**src/hw/rtl/issr_pkg.sv**
```systemverilog
// Package for the interval-search square root core.
// Holds the fixed-point format, the subdivision count and the divide-by-ten constants.
// No dependencies.
package issr_pkg;

    // Fixed-point format of the value, the interval ends and the result
    localparam int VALUE_W   = 32;
    localparam int FRAC_BITS = 16;
    localparam int ROOT_W    = 25;
    localparam int TOL_W     = 16;
    localparam int TARGET_W  = VALUE_W + FRAC_BITS;
    localparam int PROD_W    = 2 * VALUE_W;

    localparam logic [VALUE_W-1:0] ONE = VALUE_W'(1) << FRAC_BITS;

    // Steps per level and the width of the step counter
    localparam int SUBDIVISIONS = 10;
    localparam int K_W          = $clog2(SUBDIVISIONS + 1);

    // floor(w / 10) == (w * RECIP_MAGIC) >> RECIP_SHIFT for every 32-bit w
    localparam logic [VALUE_W-1:0] RECIP_MAGIC = 32'hCCCC_CCCD;
    localparam int                 RECIP_SHIFT = 35;
    localparam int                 STEP_W      = PROD_W - RECIP_SHIFT;

endpackage

```
**src/hw/rtl/interval_search_square_root_core.sv**
```systemverilog
// Interval-search square root core: unsigned Q16.16 in, Q16.16 root out.
// Depends on issr_pkg.
//
// o_value_stall stays high until the search for a value has finished.
// Every level of the search has a width check state, a divide-by-ten state
// (a multiply by reciprocal) and a square state and a compare state per step
// boundary tested, up to nine boundaries, since the last boundary is taken
// without a test. The widest start interval needs up to nine levels, and
// values below one need at most four. A single shared 32x32 multiplier
// serves both the divide-by-ten and the squares. The result sits in an
// output register, so a new value is taken while the previous root waits;
// the search only holds at its end if that register is still full.
// The tolerance register may be written at any time the core is idle.
module interval_search_square_root_core
    import issr_pkg::*;
(
    input  logic              i_clk,
    input  logic              i_rst_n,
    // input value channel
    input  logic              i_value_valid,
    output logic              o_value_stall,
    input  logic [VALUE_W-1:0] i_value,
    // result channel
    output logic              o_root_valid,
    input  logic              i_root_stall,
    output logic [ROOT_W-1:0] o_root,
    // configuration channel
    input  logic              i_cfg_valid,
    output logic              o_cfg_ready,
    input  logic [TOL_W-1:0]  i_cfg_tolerance
);

    typedef enum logic [2:0] {
        S_IDLE,
        S_CHECK,
        S_RECIP,
        S_SQ,
        S_CMP
    } t_state;

    t_state                r_state,   n_state;
    logic [TOL_W-1:0]      r_tol,     n_tol;
    logic [VALUE_W-1:0]    r_lo,      n_lo;
    logic [VALUE_W-1:0]    r_hi,      n_hi;
    logic [TARGET_W-1:0]   r_target,  n_target;
    logic [VALUE_W-1:0]    r_prev,    n_prev;
    logic [VALUE_W-1:0]    r_b,       n_b;
    logic [VALUE_W-1:0]    r_q,       n_q;
    logic [3:0]            r_rem,     n_rem;
    logic [STEP_W-1:0]     r_step,    n_step;
    logic [3:0]            r_steprem, n_steprem;
    logic [K_W-1:0]        r_k,       n_k;
    logic [PROD_W-1:0]     r_prod;
    logic                  r_root_valid, n_root_valid;
    logic [ROOT_W-1:0]     r_root,    n_root;

    logic                  value_beat;
    logic                  out_free;
    logic [VALUE_W-1:0]    width;
    logic                  search_done;
    logic [VALUE_W:0]      mid_sum;
    logic [VALUE_W-1:0]    mul_a;
    logic [VALUE_W-1:0]    mul_b;
    logic [PROD_W-1:0]     mul_p;
    logic [STEP_W-1:0]     step_w;
    logic [VALUE_W-1:0]    step_x10;
    logic [VALUE_W-1:0]    steprem_w;
    logic [4:0]            rem_sum;
    logic                  rem_carry;
    logic [VALUE_W-1:0]    q_next;
    logic [3:0]            rem_next;
    logic [K_W-1:0]        k_next;
    logic                  hit;

    assign value_beat    = i_value_valid && !o_value_stall;
    assign o_value_stall = (r_state != S_IDLE);
    assign o_cfg_ready   = 1'b1;
    assign o_root_valid  = r_root_valid;
    assign o_root        = r_root;
    assign out_free      = !r_root_valid || !i_root_stall;

    // Interval width and stop test
    assign width       = r_hi - r_lo;
    assign search_done = (width <= VALUE_W'(r_tol)) || (width < VALUE_W'(SUBDIVISIONS));
    assign mid_sum     = {1'b0, r_lo} + {1'b0, r_hi};

    // Shared multiplier: reciprocal of the width, or square of a boundary
    assign mul_a = (r_state == S_CHECK) ? width       : r_b;
    assign mul_b = (r_state == S_CHECK) ? RECIP_MAGIC : r_b;
    assign mul_p = mul_a * mul_b;

    // Whole step and leftover tenths of the width
    assign step_w    = r_prod[PROD_W-1:RECIP_SHIFT];
    assign step_x10  = {step_w, 3'b000} + {2'b00, step_w, 1'b0};
    assign steprem_w = width - step_x10;

    // Next boundary offset: floor(width * (k+1) / 10) built up step by step
    assign rem_sum   = {1'b0, r_rem} + {1'b0, r_steprem};
    assign rem_carry = (rem_sum >= 5'(SUBDIVISIONS));
    assign rem_next  = rem_carry ? 4'(rem_sum - 5'(SUBDIVISIONS)) : rem_sum[3:0];
    assign q_next    = r_q + VALUE_W'(r_step) + VALUE_W'(rem_carry);
    assign k_next    = r_k + K_W'(1);

    // Square of the boundary at or above value << FRAC_BITS
    assign hit = (r_prod >= PROD_W'(r_target));

    // Sequencer next-state logic
    always_comb begin
        n_state      = r_state;
        n_tol        = r_tol;
        n_lo         = r_lo;
        n_hi         = r_hi;
        n_target     = r_target;
        n_prev       = r_prev;
        n_b          = r_b;
        n_q          = r_q;
        n_rem        = r_rem;
        n_step       = r_step;
        n_steprem    = r_steprem;
        n_k          = r_k;
        n_root       = r_root;
        n_root_valid = r_root_valid && i_root_stall;

        if (i_cfg_valid && o_cfg_ready) begin
            n_tol = i_cfg_tolerance;
        end

        case (r_state)
            S_IDLE: begin
                if (value_beat) begin
                    n_lo     = '0;
                    n_hi     = (i_value > ONE) ? i_value : ONE;
                    n_target = {i_value, FRAC_BITS'(0)};
                    n_state  = S_CHECK;
                end
            end
            S_CHECK: begin
                if (search_done) begin
                    if (out_free) begin
                        n_root       = mid_sum[ROOT_W:1];
                        n_root_valid = 1'b1;
                        n_state      = S_IDLE;
                    end
                end else begin
                    n_state = S_RECIP;
                end
            end
            S_RECIP: begin
                // first boundary: lo + floor(width / 10)
                n_step    = step_w;
                n_steprem = steprem_w[3:0];
                n_q       = VALUE_W'(step_w);
                n_rem     = steprem_w[3:0];
                n_k       = K_W'(1);
                n_prev    = r_lo;
                n_b       = r_lo + VALUE_W'(step_w);
                n_state   = S_SQ;
            end
            S_SQ: begin
                n_state = S_CMP;
            end
            S_CMP: begin
                if (hit) begin
                    n_lo    = r_prev;
                    n_hi    = r_b;
                    n_state = S_CHECK;
                end else if (k_next == K_W'(SUBDIVISIONS)) begin
                    // last step ends on hi and always brackets the root
                    n_lo    = r_b;
                    n_state = S_CHECK;
                end else begin
                    n_prev  = r_b;
                    n_b     = r_lo + q_next;
                    n_q     = q_next;
                    n_rem   = rem_next;
                    n_k     = k_next;
                    n_state = S_SQ;
                end
            end
            default: begin
                n_state = S_IDLE;
            end
        endcase
    end

    // State and registered outputs
    always_ff @(posedge i_clk) begin
        if (!i_rst_n) begin
            r_state      <= S_IDLE;
            r_tol        <= TOL_W'(7);
            r_root_valid <= 1'b0;
        end else begin
            r_state      <= n_state;
            r_tol        <= n_tol;
            r_root_valid <= n_root_valid;
        end
        r_lo      <= n_lo;
        r_hi      <= n_hi;
        r_target  <= n_target;
        r_prev    <= n_prev;
        r_b       <= n_b;
        r_q       <= n_q;
        r_rem     <= n_rem;
        r_step    <= n_step;
        r_steprem <= n_steprem;
        r_k       <= n_k;
        r_prod    <= mul_p;
        r_root    <= n_root;
    end

    // Checks on the search
    a_busy_after_beat: assert property (@(posedge i_clk) disable iff (!i_rst_n)
        value_beat |=> o_value_stall)
        else $error("core took a value without going busy");

    a_interval_ordered: assert property (@(posedge i_clk) disable iff (!i_rst_n)
        (r_state == S_CHECK || r_state == S_RECIP) |-> (r_lo <= r_hi))
        else $error("search interval inverted");

    a_boundary_inside: assert property (@(posedge i_clk) disable iff (!i_rst_n)
        (r_state == S_SQ || r_state == S_CMP) |-> (r_prev < r_b && r_b <= r_hi))
        else $error("step boundary outside the interval");

    a_root_held: assert property (@(posedge i_clk) disable iff (!i_rst_n)
        (o_root_valid && i_root_stall) |=> (o_root_valid && $stable(o_root)))
        else $error("stalled root beat changed");

endmodule
```
**config.mk**
```make
export PLATFORM = sky130hd
export DESIGN_NAME = interval_search_square_root_core
export DESIGN_NICKNAME = d
export VERILOG_FILES = /design/src/hw/rtl/issr_pkg.sv /design/src/hw/rtl/interval_search_square_root_core.sv
export SDC_FILE = /design/constraint.sdc
export NUM_CORES = 2
export LEC_CHECK = 0
export ABC_AREA = 1
export BUFFER_PORTS_ARGS = -buffer_cell sky130_fd_sc_hd__buf_2
export CORE_UTILIZATION = 45
export CTS_BUF_LIST = sky130_fd_sc_hd__clkbuf_4 sky130_fd_sc_hd__clkbuf_8
export DETAILED_ROUTE_END_ITERATION = 6
export GPL_TIMING_DRIVEN = 0
export PLACE_DENSITY = 0.67
export SYNTH_ARGS = -nofsm -noshare
export SYNTH_HDL_FRONTEND = slang
export SYNTH_SLANG_ARGS = --single-unit
export TNS_END_PERCENT = 5
```
**constraint.sdc**
```tcl
create_clock -name i_clk -period 13.25 [get_ports i_clk]
set_clock_uncertainty 0.05 [all_clocks]
set_input_delay 0 -clock i_clk [delete_from_list [all_inputs] [get_ports i_clk]]
set_output_delay 0 -clock i_clk [all_outputs]
set_load 0.01 [all_outputs]
```
==> flow_summary.ini <==
[worst_setup_path]
critPathBufInv = 10
worstSetupPathType = flip-flop to flip-flop
cp_max_fo = 10
cp-start-kind = flip-flop
cpPeakStageDelay_ns = 1.03
arrival_ns = 13.05
cp_top_family = adder cells
end_kind = flip-flop
r2r_setup_slack_ns = 0.71
cp_slowest_cell = nand2_1
worstPathRequired_ns = 13.76
r2r_end = r_prod[57]
crit_top_cell = fa_1
r2r_cells = 31
r2r_start = r_b[14]

[finish]
drive_above_1_share_pct = 4.46
area_growth_pct = 8.33
nNetsFinal = 7917
final_common_cell = inv_1
final_cell_mix = inv_1 (1539), nand2_1 (1027), fa_1 (902)
n_fill_cell = 11420

[sta]
setup_tns_ns = 0
clock.fmax_mhz = 79.8
maxSlewViolCount = 27
setup_viol = 0
fin_crit_sh_pct = 94.6
tightest_slew_ns = 1.61
grt_setup_unrepaired = false
fin_crit_ns = 12.54
relSlewSlack_pct = -8.37
hold_viol_final = 0

[synth]
synth_cell_types = 59
yosysTopAreaCellShare_pct = 34.2
synth_fp_nets = 7696
netlist_area_mm2 = 0.0528
synth_ff_type = edfxtp_1
syn_area_per_cell_um2 = 8.37
seq_area_frac_synth_pct = 17.9
netlist_instances = 6306
yosys_warnings = 0
synthTopCellsByArea = fa_1 (34%), edfxtp_1 (15%), inv_1 (11%), ha_1 (10%), nand2_1 (7.3%)
postSynth.asyncResetShare_pct = 0
synth_top_area_cell = fa_1
ys_ff_latch = 342
synth-edff-count = 258

[floorplanning]
pin_count = 81
fp.dieW_um = 345
dieArea_mm2 = 0.119
die_y_um = 345
initial_core_util_pct = 45.4
core_area_mm2 = 0.116
num_rows = 125

[route]
vias = 45272
ant_nets = 0
routed_wl_um = 224000
drc = 0
wl_per_cell_um = 27.6
first_pass_iters = 6
drt-initial-drc-count = 5376
via_per_inst = 5.59

[clock_network]
cts_resized = 0
cts_buffers = 51
htree_levels = 2
clock_path_buffers = 3
clk_pin_slew_worst_paths_ns = 0.07
clockRootBuffer = clkbuf_8
cts_tree = built
clock_latency_ns = 0.70
clock-sinks = 342

[placed_design]
hpwl_um = 183000
io_buffers = 79
gp_congestion = 1.12

[run_status]
outcome = finished with violations
violations = max-capacitance violations, max-slew violations

[grt]
antenna_found_initial = 21
grt_pass1_wl_um = 317000
grt-ovfl-total = 0
grt_max_degree = 56
grt_pass1_vias = 44877
track_usage_pct = 38.1

[hold_path]
worstHoldStart = i_value[18]
min_delay_path_depth = 2
hold_end = r_target[34]
worst_hold_path_type = input pin to flip-flop

[flow_run]
max-cap-violations = 5
synthesized netlist by cell type, types with 8 or more instances:
cell type,number
o21a_1,15
o21bai_1,12
a21o_1,15
nand3b_1,8
nor4_1,25
clkinv_1,21
clkbuf_1,124
nor2_1,867
o21ai_0,166
a31oi_1,24
xor2_1,111
nand2_2,17
nor3_1,32
nand4_1,32
ha_1,435
nand2_1,1027
a21oi_2,9
edfxtp_1,258
dfxtp_1,84
nand3_1,84
o22ai_1,33
a21oi_1,271
fa_1,902
xnor2_1,48
inv_1,1540
o21ai_1,13
buf_2,26
buf_4,9
nor2_2,10
metal layers:
metal  routed length, µm  vias to the layer above  GRT usage (%)
li1                    -                    19427              -
met1               89500                    22600           51.4
met2               94000                     2641           56.3
met3               25300                      592           9.79
met4               14900                       12           19.9
met5                  80                        -              0
sequential cells by signal (all words and copies together), names as in the netlist, 3 cells and up:
register   count
r_k            4
r_rem          4
r_tol         16
r_prev        32
o_root        25
r_step        29
r_state        3
r_lo          32
r_hi          32
r_prod        64
r_target      32
r_steprem      4
r_q           32
r_b           32
final cells by class:
| class | instances | area [µm²] | area share (%) |
|---|---|---|---|
| flip-flops and latches | 342 | 9430 | 16.5 |
| diodes | 5 | 12.5 | 0.0219 |
| repair buffers | 168 | 1360 | 2.38 |
| multi-input cells | 4230 | 36800 | 64.4 |
| clock inverters | 20 | 163 | 0.284 |
| inverters | 1566 | 5880 | 10.3 |
| plain buffers | 168 | 721 | 1.26 |
| well taps | 1524 | 1910 | 3.33 |
| clock buffers | 76 | 902 | 1.58 |
worst max-delay path by stage:
stage | from | endpoint | slack (ns) | depth (start not counted)
floorplan | r_hi[0] | r_prod[49] | 5.22 | 38
global placement | r_b[14] | r_prod[57] | 1.46 | 31
detailed placement | r_b[14] | r_prod[57] | 1.37 | 31
CTS | r_b[14] | r_prod[57] | 1.37 | 31
global route | r_b[14] | r_prod[57] | 0.95 | 31
finish | r_b[14] | r_prod[57] | 0.71 | 31
repair_timing:
action	CTS	global route
setup buffers	0	0
hold buffers	76	0
hold endpoints to repair	143	0
kinds of logic after synthesis:
kind of cell,Yosys count,share of synthesized area [%]
compound gates,606,6.45
xor+xnor,159,2.64
fa+ha+maj,1337,44.5
buf+inv,1734,12.5
flops,342,17.9
other cells,1,0.00710
simple gates,2127,16.0
stage by stage:
step	worst slack (ns)	utilization [%]	hold WS, ns	cells	cell area, µm²
2_1_floorplan	5.22	-	0.0489	6306	52800
3_3_place_gp	1.46	47.4	0.158	7909	55100
3_5_place_dp	1.37	47.6	0.157	7920	55300
4_1_cts	1.37	49.2	0.0140	8092	57200
5_1_grt	0.946	49.2	0.0340	8094	57200
6_report	0.714	49.2	0.0529	8099	57200
Power is left out: the tool's default activity adds up to more than one toggle a clock period on the data nets, which glitch-free logic cannot reach.
